--- src/design/lgh_pkg.sv ---
// ----------------------------------------------------------------------------
// lgh_pkg
// Shared codes, types and helpers for the log2 latency histogram unit.
// ----------------------------------------------------------------------------
package lgh_pkg;

   // request codes
   localparam logic [1:0] REQ_RECORD = 2'd0;
   localparam logic [1:0] REQ_QUERY  = 2'd1;
   localparam logic [1:0] REQ_CLEAR  = 2'd2;

   // percentile limits
   localparam logic [6:0] PCT_MIN = 7'd1;
   localparam logic [6:0] PCT_MAX = 7'd99;

   // lowest bucket covers everything below 2^6 ns
   localparam int unsigned BUCKET_SHIFT = 5;

   // commands for the accumulate and compare unit
   typedef enum logic [1:0] {
      ACC_HOLD  = 2'd0,
      ACC_CLEAR = 2'd1,
      ACC_ADD   = 2'd2
   } acc_op_type;

   // bucket index: floor(log2(ns)) - 5, held between 0 and nb-1
   function automatic logic [5:0] bucket_of(input logic [63:0] ns, input int unsigned nb);
      logic [63:0] v;
      logic [5:0]  top;
      logic [5:0]  idx;
      int          k;
      v   = ns;
      top = '0;
      // binary search for the leading one
      for (k = 5; k >= 0; k--) begin
         if ((v >> (1 << k)) != 64'd0) begin
            top[k] = 1'b1;
            v      = v >> (1 << k);
         end
      end
      idx = (top >= 6'(BUCKET_SHIFT)) ? top - 6'(BUCKET_SHIFT) : 6'd0;
      if (idx > 6'(nb - 1)) begin
         idx = 6'(nb - 1);
      end
      return idx;
   endfunction

endpackage

--- src/design/log2_latency_histogram_unit.sv ---
// ----------------------------------------------------------------------------
// log2_latency_histogram_unit
// Log2 bucket latency histogram with totals, min/max and percentile query.
// ----------------------------------------------------------------------------
// Usage:
//  A transaction is taken on a rising edge with start high and busy low.
//  req_type selects record (add req_latency_ns), percentile query
//  (req_percent) or clear; any other code only reports the current state.
//  Every transaction gives exactly one result, shown for one cycle with
//  rsp_valid high; the receiver cannot stall, so it must sample then.
//  Steps from the accepting edge to the strobe cycle:
//    record                      : bucket read, then write back
//    clear, unknown, empty query : strobe in the next cycle
//    query                       : setup, then a walk of one bucket per cycle
//                                  through the accumulator
//  busy stays high while a record or query is in progress; start may be
//  raised again in the strobe cycle.
//  Reset and clear empty all buckets at once through per-entry valid bits
//  and zero the count, sum, min and max.
// ----------------------------------------------------------------------------
module log2_latency_histogram_unit #(
   parameter int unsigned NUM_BUCKETS = 32,
   parameter int unsigned COUNT_WIDTH = 32
) (
   input  logic        clock,
   input  logic        reset,
   input  logic        start,
   output logic        busy,
   input  logic [1:0]  req_type,
   input  logic [63:0] req_latency_ns,
   input  logic [6:0]  req_percent,
   output logic        rsp_valid,
   output logic [63:0] rsp_percentile_ns,
   output logic [31:0] rsp_sample_count,
   output logic [63:0] rsp_sample_sum,
   output logic [63:0] rsp_min_latency,
   output logic [63:0] rsp_max_latency
);
   import lgh_pkg::*;

   localparam int unsigned AddrWidth = $clog2(NUM_BUCKETS);
   localparam logic [AddrWidth-1:0]   LastIdx   = AddrWidth'(NUM_BUCKETS - 1);
   localparam logic [COUNT_WIDTH-1:0] CountMax  = '1;
   localparam logic [63:0]            TopAnswer = 64'd1 << (NUM_BUCKETS + 4);

   typedef enum logic [4:0] {
      ST_IDLE      = 5'b00001,
      ST_REC_RD    = 5'b00010,
      ST_REC_WR    = 5'b00100,
      ST_QRY_SETUP = 5'b01000,
      ST_QRY_WALK  = 5'b10000
   } state_type;

   state_type              state_ff, state_in;
   logic                   rsp_valid_ff, rsp_valid_in;
   logic [63:0]            answer_ff, answer_in;
   logic [COUNT_WIDTH-1:0] total_ff, total_in;
   logic [63:0]            sum_ff, sum_in;
   logic [63:0]            min_ff, min_in;
   logic [63:0]            max_ff, max_in;
   logic [63:0]            ns_ff, ns_in;
   logic [AddrWidth-1:0]   bkt_ff, bkt_in;
   logic [6:0]             pct_ff, pct_in;
   logic [AddrWidth-1:0]   idx_ff, idx_in;
   logic [COUNT_WIDTH+6:0] bound_ff, bound_in;

   logic                   accept;
   logic                   clear_all;
   logic                   mem_wr_en;
   logic [COUNT_WIDTH-1:0] mem_wr_data;
   logic [AddrWidth-1:0]   mem_rd_addr;
   logic [COUNT_WIDTH-1:0] mem_rd_data;
   acc_op_type             acc_op;
   logic                   acc_hit;
   logic [6:0]             pct_held;

   assign accept = start && !busy;
   assign busy   = (state_ff != ST_IDLE);

   // percent held between 1 and 99
   assign pct_held = (req_percent < PCT_MIN) ? PCT_MIN :
                     (req_percent > PCT_MAX) ? PCT_MAX : req_percent;

   // saturating increment of the bucket read back
   assign mem_wr_data = (mem_rd_data == CountMax) ? CountMax : mem_rd_data + 1'b1;

   // bucket store
   lgh_bucket_mem #(
      .DEPTH      (NUM_BUCKETS),
      .WIDTH      (COUNT_WIDTH),
      .ADDR_WIDTH (AddrWidth)
   ) u_mem (
      .clock   (clock),
      .reset   (reset),
      .clear   (clear_all),
      .wr_en   (mem_wr_en),
      .wr_addr (bkt_ff),
      .wr_data (mem_wr_data),
      .rd_addr (mem_rd_addr),
      .rd_data (mem_rd_data)
   );

   // cumulative walk unit
   lgh_accum_unit #(
      .COUNT_WIDTH (COUNT_WIDTH)
   ) u_acc (
      .clock   (clock),
      .op      (acc_op),
      .operand (mem_rd_data),
      .bound   (bound_ff),
      .hit     (acc_hit)
   );

   // sequencer
   always_comb begin
      state_in     = state_ff;
      rsp_valid_in = 1'b0;
      answer_in    = answer_ff;
      total_in     = total_ff;
      sum_in       = sum_ff;
      min_in       = min_ff;
      max_in       = max_ff;
      ns_in        = ns_ff;
      bkt_in       = bkt_ff;
      pct_in       = pct_ff;
      idx_in       = idx_ff;
      bound_in     = bound_ff;
      clear_all    = 1'b0;
      mem_wr_en    = 1'b0;
      mem_rd_addr  = '0;
      acc_op       = ACC_HOLD;

      unique case (state_ff)
         ST_IDLE: begin
            if (accept) begin
               answer_in = '0;
               priority if (req_type == REQ_RECORD) begin
                  ns_in    = req_latency_ns;
                  bkt_in   = AddrWidth'(bucket_of(req_latency_ns, NUM_BUCKETS));
                  state_in = ST_REC_RD;
               end else if (req_type == REQ_QUERY && total_ff != '0) begin
                  pct_in   = pct_held;
                  state_in = ST_QRY_SETUP;
               end else if (req_type == REQ_CLEAR) begin
                  clear_all    = 1'b1;
                  total_in     = '0;
                  sum_in       = '0;
                  min_in       = '0;
                  max_in       = '0;
                  rsp_valid_in = 1'b1;
               end else begin
                  // empty query or unknown code
                  rsp_valid_in = 1'b1;
               end
            end
         end

         ST_REC_RD: begin
            mem_rd_addr = bkt_ff;
            state_in    = ST_REC_WR;
         end

         ST_REC_WR: begin
            mem_wr_en = 1'b1;
            total_in  = (total_ff == CountMax) ? CountMax : total_ff + 1'b1;
            sum_in    = sum_ff + ns_ff;
            if (total_ff == '0) begin
               min_in = ns_ff;
               max_in = ns_ff;
            end else begin
               if (ns_ff < min_ff) min_in = ns_ff;
               if (ns_ff > max_ff) max_in = ns_ff;
            end
            rsp_valid_in = 1'b1;
            state_in     = ST_IDLE;
         end

         ST_QRY_SETUP: begin
            bound_in    = (COUNT_WIDTH+7)'(total_ff) * (COUNT_WIDTH+7)'(pct_ff);
            mem_rd_addr = '0;
            idx_in      = '0;
            acc_op      = ACC_CLEAR;
            state_in    = ST_QRY_WALK;
         end

         ST_QRY_WALK: begin
            acc_op      = ACC_ADD;
            mem_rd_addr = (idx_ff == LastIdx) ? '0 : idx_ff + 1'b1;
            idx_in      = idx_ff + 1'b1;
            priority if (acc_hit) begin
               // bucket midpoint 1.5 * 2^(i+5)
               answer_in    = 64'd3 << (7'(idx_ff) + 7'd4);
               rsp_valid_in = 1'b1;
               state_in     = ST_IDLE;
            end else if (idx_ff == LastIdx) begin
               answer_in    = TopAnswer;
               rsp_valid_in = 1'b1;
               state_in     = ST_IDLE;
            end else begin
               // rank not reached yet, move on to the next bucket
               state_in     = ST_QRY_WALK;
            end
         end

         default: begin
            state_in = ST_IDLE;
         end
      endcase
   end

   // control and statistics registers
   always_ff @(posedge clock) begin
      if (reset) begin
         state_ff     <= ST_IDLE;
         rsp_valid_ff <= 1'b0;
         total_ff     <= '0;
         sum_ff       <= '0;
         min_ff       <= '0;
         max_ff       <= '0;
      end else begin
         state_ff     <= state_in;
         rsp_valid_ff <= rsp_valid_in;
         total_ff     <= total_in;
         sum_ff       <= sum_in;
         min_ff       <= min_in;
         max_ff       <= max_in;
      end
   end

   // working registers
   always_ff @(posedge clock) begin
      answer_ff <= answer_in;
      ns_ff     <= ns_in;
      bkt_ff    <= bkt_in;
      pct_ff    <= pct_in;
      idx_ff    <= idx_in;
      bound_ff  <= bound_in;
   end

   // result ports
   assign rsp_valid         = rsp_valid_ff;
   assign rsp_percentile_ns = answer_ff;
   assign rsp_sample_sum    = sum_ff;
   assign rsp_min_latency   = min_ff;
   assign rsp_max_latency   = max_ff;

   // count shown saturated to 32 bits
   generate
      if (COUNT_WIDTH > 32) begin : g_count_sat
         assign rsp_sample_count = (|total_ff[COUNT_WIDTH-1:32]) ? 32'hFFFF_FFFF
                                                                : total_ff[31:0];
      end else begin : g_count_ext
         assign rsp_sample_count = 32'(total_ff);
      end
   endgenerate

endmodule

--- src/design/lgh_bucket_mem.sv ---
// ----------------------------------------------------------------------------
// lgh_bucket_mem
// Bucket count store: one write and one registered read port, with a valid
// bit per entry so that reset and clear empty the whole store at once.
// ----------------------------------------------------------------------------
module lgh_bucket_mem #(
   parameter int unsigned DEPTH = 32,
   parameter int unsigned WIDTH = 32,
   parameter int unsigned ADDR_WIDTH = $clog2(DEPTH)
) (
   input  logic                  clock,
   input  logic                  reset,
   input  logic                  clear,
   input  logic                  wr_en,
   input  logic [ADDR_WIDTH-1:0] wr_addr,
   input  logic [WIDTH-1:0]      wr_data,
   input  logic [ADDR_WIDTH-1:0] rd_addr,
   output logic [WIDTH-1:0]      rd_data
);

   logic [WIDTH-1:0] mem [DEPTH];
   logic [DEPTH-1:0] valid_ff;
   logic [WIDTH-1:0] rd_data_ff;

   // storage array
   always_ff @(posedge clock) begin
      if (wr_en) begin
         mem[wr_addr] <= wr_data;
      end
   end

   // per-entry valid bits
   always_ff @(posedge clock) begin
      if (reset || clear) begin
         valid_ff <= '0;
      end else if (wr_en) begin
         valid_ff[wr_addr] <= 1'b1;
      end
   end

   // registered read, an entry never written reads as zero
   always_ff @(posedge clock) begin
      rd_data_ff <= valid_ff[rd_addr] ? mem[rd_addr] : '0;
   end

   assign rd_data = rd_data_ff;

endmodule

--- src/design/lgh_accum_unit.sv ---
// ----------------------------------------------------------------------------
// lgh_accum_unit
// Accumulate and compare unit for the percentile walk: adds one
// bucket count scaled by 100 per step and flags when the bound is reached.
// ----------------------------------------------------------------------------
module lgh_accum_unit #(
   parameter int unsigned COUNT_WIDTH = 32
) (
   input  logic                     clock,
   input  lgh_pkg::acc_op_type      op,
   input  logic [COUNT_WIDTH-1:0]   operand,
   input  logic [COUNT_WIDTH+6:0]   bound,
   output logic                     hit
);
   import lgh_pkg::*;

   localparam int unsigned AccWidth = COUNT_WIDTH + 13;

   logic [AccWidth-1:0] acc_ff;
   logic [AccWidth-1:0] acc_in;
   logic [AccWidth-1:0] wide_op;
   logic [AccWidth-1:0] scaled;
   logic [AccWidth-1:0] sum;

   // operand times 100 as 64 + 32 + 4
   assign wide_op = AccWidth'(operand);
   assign scaled  = (wide_op << 6) + (wide_op << 5) + (wide_op << 2);
   assign sum     = acc_ff + scaled;

   // cumulative count (scaled) has reached count * percent
   assign hit = (sum >= AccWidth'(bound));

   // accumulator update
   always_comb begin
      unique case (op)
         ACC_CLEAR: acc_in = '0;
         ACC_ADD:   acc_in = sum;
         default:   acc_in = acc_ff;
      endcase
   end

   always_ff @(posedge clock) begin
      acc_ff <= acc_in;
   end

endmodule
--- config.mk ---
export PLATFORM = sky130hd
export DESIGN_NAME = log2_latency_histogram_unit
export DESIGN_NICKNAME = d
export VERILOG_FILES = /design/src/design/lgh_pkg.sv /design/src/design/log2_latency_histogram_unit.sv /design/src/design/lgh_bucket_mem.sv /design/src/design/lgh_accum_unit.sv
export SDC_FILE = /design/constraint.sdc
export NUM_CORES = 2
export LEC_CHECK = 0
export ABC_CLOCK_PERIOD_IN_PS = 10600
export CAP_MARGIN = 5
export CORE_UTILIZATION = 45
export CTS_BUF_LIST = sky130_fd_sc_hd__clkbuf_8
export CTS_CLUSTER_SIZE = 28
export DETAILED_ROUTE_END_ITERATION = 7
export DONT_BUFFER_PORTS = 1
export PLACE_DENSITY = 0.59
export SYNTH_ARGS = -nofsm -noshare
export SYNTH_HDL_FRONTEND = slang
export SYNTH_SLANG_ARGS = --single-unit
--- constraint.sdc ---
create_clock -name clock -period 10.6 [get_ports clock]
set_input_delay 0.53 -clock clock [delete_from_list [all_inputs] [get_ports clock]]
set_output_delay 0.53 -clock clock [all_outputs]
set_load 0.01 [all_outputs]
Word-level counts from Yosys, hierarchy flattened

Memories as Yosys holds them, arrays and structs flattened. A register that Yosys moved wholly into a read port is not among the register bits.
Cells that the tools add are included.

Flip-flop bits (word level): 491
RAM bits: 1024
Output and inout bits: 290
Logic and storage cells: 184
Memories: 1

$add $sub $neg: 9
Multiply operators: 1
Order comparisons: 10
Equality and inequality tests: 21
Shift operators: 1
Mux-type cells: 97
Bitwise gates (word level): 2
Reduce and logical (&&, ||, !) cells: 27

Memory list:

| name      | depth | bits a word | read ports | clocked after memory_dff | wr ports | line                 | source |
|---|---|---|---|---|---|---|---|
| u_mem.mem | 32    | 32          | 1          | 1                        | 1        | lgh_bucket_mem.sv:21 | `logic [WIDTH-1:0] mem [DEPTH];` |

Operator list:

| kind                                                                | count |
|---|---|
| 64-bit 2-to-1 mux                                                   | 31 |
| 64-bit one-hot mux with 2 select lines                              | 4 |
| 64-bit nonzero test                                                 | 6 |
| 32-bit 2-to-1 mux                                                   | 6 |
| 45-bit one-hot mux with 2 select lines                              | 1 |
| 32-bit by 1-bit adder with 32-bit output (second input constant)    | 2 |
| 64-bit adder                                                        | 1 |
| 32-bit == test (second input constant)                              | 2 |
| 64-bit > comparator                                                 | 1 |
| 64-bit less-than comparator                                         | 1 |
| 32-bit one-hot mux with 2 select lines                              | 1 |
| 2-bit by 6-bit left shift with 64-bit output (first input constant) | 1 |
| 45-bit by 34-bit adder with 45-bit output                           | 1 |
| 45-bit adder                                                        | 1 |
| 45-bit by 39-bit >= comparator with 1-bit output                    | 1 |
| 38-bit by 37-bit adder with 39-bit output                           | 1 |
| 32-bit by 7-bit multiplier with 39-bit output                       | 1 |
| 1-bit 2-to-1 mux                                                    | 39 |
| 32-bit zero test                                                    | 1 |
| 32-bit OR                                                           | 1 |
| 32-bit nonzero test                                                 | 1 |
| 5-bit 2-to-1 mux                                                    | 6 |
| 5-bit one-hot mux with 2 select lines                               | 2 |
| 5-bit one-hot mux with 4 select lines                               | 1 |
| other kinds (37)                                                    | 55 |

Logic depth before layout (Yosys ltp)

Depth in word-level cells: 33
Depth in mapped cells: 37

Modules after synthesis

A second synthesis with hierarchy kept.

Cells, all modules: 6193
Area total of the unflattened synthesis: 78248.8 um2

Modules (own cells, without submodules):

| module                      | times used | cells each | area an instance (um2) | seq. area each (um2) |
|---|---|---|---|---|
| lgh_bucket_mem              | 1          | 2092       | 41464.8                | 32030.7 |
| log2_latency_histogram_unit | 1          | 3430       | 30465.5                | 10129.7 |
| lgh_accum_unit              | 1          | 671        | 6318.6                 | 1291.2 |

Worst setup path after synthesis

Ideal clock, no wire load.

Path type: reg2reg
Start: register u_mem.rd_data_ff[2], in the netlist u_mem.rd_data[2], read port of u_mem.mem
End: register answer_ff[0], in the netlist rsp_percentile_ns[0] (enable)
Setup time: 0.691 ns
Data arrival time: 7.874 ns
Required time: 9.909 ns
Path slack: 2.035 ns
Stages on the path, launching flop included: 35
Path through: dfxtp_1 ha_1 a211oi_1 o21a_1 o21ai_0 a31oi_1 o21ai_0 a21oi_1 nor2b_1 o21a_1 o21ai_0 or4b_2 o311a_1 fa_1 inv_1 ha_1 clkbuf_1 and2_1 and3_1 a221oi_1 o21ai_0 a311oi_1 o21bai_1 a31oi_1 xnor2_1 ha_1 nand4_1 nor3_1 nor4_1 o21ai_0 nor3_1 a2bb2oi_1 nand4_4 o21ai_1 nand2_1

Cells in the longest elaborated chain, start to end: 6

Ends and longest elaborated chain:

| element                                              | line                               | source |
|---|---|---|
| start, declared                                      | lgh_bucket_mem.sv:23               | `logic [WIDTH-1:0] rd_data_ff;` |
| 38-bit by 37-bit adder with 39-bit output            | lgh_accum_unit.sv:27               | `assign scaled = (wide_op << 6) + (wide_op << 5) + (wide_op << 2);` |
| 45-bit by 34-bit adder with 45-bit output (*)        | lgh_accum_unit.sv:27               |  |
| 45-bit adder (*)                                     | lgh_accum_unit.sv:28               | `assign sum = acc_ff + scaled;` |
| named net u_acc.sum[36]                              | lgh_accum_unit.sv:23               | `logic [AccWidth-1:0] sum;` |
| 45-bit by 39-bit >= comparator with 1-bit output (*) | lgh_accum_unit.sv:31               | `assign hit = (sum >= AccWidth'(bound));` |
| 3-bit inequality test (no line) (*)                  | -                                  |  |
| 3-bit AND reduction (no line) (*)                    | -                                  |  |
| end signal, assigned                                 | log2_latency_histogram_unit.sv:232 | `answer_ff <= answer_in;` |
| end, declared                                        | log2_latency_histogram_unit.sv:56  | `logic [63:0] answer_ff, answer_in;` |

Mark *: on every way through the listed nets, which the timed path passes. The rest lies on a longest branch.
A chain may end at the register's enable or synchronous reset.

Worst setup path after layout

Start: register u_mem.rd_data_ff[2], in the netlist u_mem.rd_data[2], read port of u_mem.mem
End: register answer_ff[41], in the netlist rsp_percentile_ns[41] (enable)

The elaborated chain is that of the path after synthesis.

==> impl_metrics.yaml <==
outcome:
  status: "finished clean"
clocking:
  clk_latency_ps: 1060
  cts_buffers: 285
  cts_tree: "built"
  clkSinkCount: 1545
  cts_root_buffer: "clkbuf_8"
  clkSlewWorstSetupHoldPaths_ps: 70
  ctsResizeCount: 0
  clockBufferDepth: 4
  htreeDepth: 5
synth:
  synthTopCellsByArea: "edfxtp_1 (48%), dfxtp_1 (7.5%), nand2_1 (7.1%), ha_1 (5.9%), fa_1 (4.6%)"
  synth_top_area_share_pct: 47.63
  synth_edf_count: 1251
  ys_top_cells_by_count: "nand2_1 (1490), edfxtp_1 (1251), nand3_1 (596)"
  synthArstFlopShare_pct: 0
  netlist_instances: 7335
  synth-seq-cells: 1545
  yosys.area.top_type: "edfxtp_1"
  netlist_area_um2: 78870
  synth_cell_type_count: 87
  syn_area_per_cell_um2: 10.75
  ys_warn_count: 0
  synth_most_common_cell: "nand2_1"
  yosys_most_used_dff: "edfxtp_1"
  ys_seq_area_share_pct: 55.09
timing:
  setup_tns_ps: 0
  clock_skew_ps: 116.1
  slew_viol_final: 0
  finalCritPeriodShare_pct: 88.37
  fmax_mhz: 106.8
  post-route-min-period_ps: 9367
  rsz0062_at_grt: "false"
  worst_pin_slew_ps: 1357
  setup_viol: 0
  hold_violations: 0
  relSlewSlack_pct: 9.565
floorplanning:
  die_y_um: 420.6
  die_w_um: 420.6
  core_um2: 174000
  initial_utilization_pct: 45.32
  rows: 153
  io_pins: 366
  die_area_um2: 176900
routing:
  ant_nets: 0
  finalWirelength_mm: 243.1
  routedWlPerCell_um: 24.43
  num_vias: 57640
  post-route-drc-count: 0
  drtPass1Iterations: 6
  drt_iter0_markers: 5321
  drt-vias-per-instance: 5.793
setup_path:
  r2r_slack_ps: 1230
  cp-startpoint: "u_mem.rd_data[2]"
  critPathCaptureType: "flop"
  critPathKind: "reg2reg"
  crit_required_ps: 11110
  crit_path_max_fanout: 64
  max_stage_delay_ps: 610
  cp-start-kind: "flop"
  worstPathArrival_ps: 9880
  slowest_stage: "or4b_2"
  r2r-start: "u_mem.rd_data[2]"
  crit_top_cell: "o21ai_0"
layout:
  num-fill-cells: 15620
  area_delta_synth_final_pct: 10.90
  nets: 8037
  drive_gt1_share_pct: 6.877
power:
  power.density_nw_per_um2: 139.1
  p_leak_nw: 33.56
  irDropWorstVdd_v: 0.0001446
  power_mw: 12.17
grt:
  grt_max_degree: 183
  grt_antenna_before_repair: 11
  grt_pass1_wl_mm: 358.7
  grt.total_usage_pct: 27.11
  gr-total-overflow: 0
  grt_pass1_vias: 55950
worst_hold_path:
  min_from: "reset"
  hp-class: "in2reg"
placement:
  hpwl_mm: 146.2
  io_buffers: 0
  gp_congestion: 0.9055
job:
  drv_cap: 0
## power breakdown
group / internal, mW / switching, mW / total [mW]
logic: 0.112 / 0.183 / 0.295
registers: 6.51 / 0.0353 / 6.54
clock network: 2.82 / 2.51 / 5.33
## what timing repair did
item,CTS,global route
buffers inserted,0,0
hold buffers,80,0
endpoints found under the hold margin,287,0
## worst paths after layout
check,end,cells past startpoint
setup reg to reg,rsp_percentile_ns[41],33
hold / removal,rsp_sample_sum[23],3
setup / recovery,rsp_percentile_ns[41],33
hold reg to reg,u_mem.valid_ff[7],1
## placed cells by master (no fill, tap or decap), types with 13 or more instances in the layout
cell,n
nand2_1,1489
edfxtp_1,1251
nand3_1,596
inv_1,560
ha_1,370
clkbuf_8,304
dfxtp_1,294
a21oi_1,235
nor2_1,209
a311oi_1,201
fa_1,181
o21ai_0,173
a21o_1,128
and2_1,110
xnor2_1,107
and3_1,104
nand2b_1,103
o21a_1,97
nor3_1,89
buf_4,82
dlygate4sd3_1,79
xor2_1,77
mux2i_1,68
a22o_1,65
nand4_1,58
a22oi_1,55
clkinv_1,55
nor4_1,37
nor2b_1,35
nor2_4,35
a31oi_1,34
o21bai_1,29
a211oi_1,26
clkinv_2,22
diode_2,20
o31ai_1,15
o211ai_1,13
## per-stage QoR
step                      util, %  hold WS [ps]  setup WS (ps)  instance area [µm²]  instances
after global placement      46.80         446.4           1453                81430       9366
after floorplan                 -         440.6           2035                78910       7346
after CTS                   50.22         23.58           1255                87380       9929
after global routing        50.26         80.13          407.6                87460       9949
final                       50.26         113.2           1233                87460       9950
after detailed placement    46.80         452.7           1298                81430       9366
## layer usage
layer | wire (µm) | GRT usage (%)
met2 | 111800 | 42.63
met5 | 0 | 0
met3 | 21970 | 7.228
met1 | 101000 | 35.65
met4 | 8389 | 10.44
## state kept, by name, summed over array words and instances (netlist names)
signal	cells
rsp_min_latency	64
u_mem.valid_ff	32
rsp_sample_count	32
rsp_sample_sum	64
u_mem.rd_data	32
rsp_valid	1
bkt_ff	5
u_mem.mem	1024
ns_ff	64
rsp_percentile_ns	64
u_acc.acc_ff	43
pct_ff	7
rsp_max_latency	64
bound_ff	39
idx_ff	5
state_ff	5
## logic make-up (layout without fill, tap and decap cells)
logic type / after synthesis / in the layout / synth area share (%)
buffers and inverters: 868 / 1127 / 4.177
flip-flops: 1545 / 1545 / 55.09
AND/OR/NAND/NOR: 2942 / 2942 / 16.91
XOR/XNOR: 184 / 184 / 2.043
other: 1 / 32 / 0.004755
multiplexers: 70 / 70 / 0.8963
AO/OA/AOI/OAI: 1173 / 1173 / 10.40
adder cells (fa/ha/maj): 552 / 552 / 10.48
## critical path, delay by kind of cell, from the launching register on
kind | cells | cell delay [ps]
AO/OA/AOI/OAI | 17 | 4220
XOR/XNOR | 1 | 190
adder cells (fa/ha/maj) | 4 | 1460
buffers and inverters | 1 | 40
flip-flops | 1 | 460
AND/OR/NAND/NOR | 10 | 2460
## final cells by class
cell class                 count  area (µm²)  area share [%]
inverter                     476        1787           2.043
timing repair buffer         168        1562           1.785
sequential                  1545       43450           49.68
tap                         2325        2909           3.326
multi-input combinational   4933       32570           37.24
antenna                       20       50.05         0.05722
clock buffer                 304        4184           4.784
clock inverter               179       949.7           1.086
No activity file was read; power rests on OpenSTA's default activity.
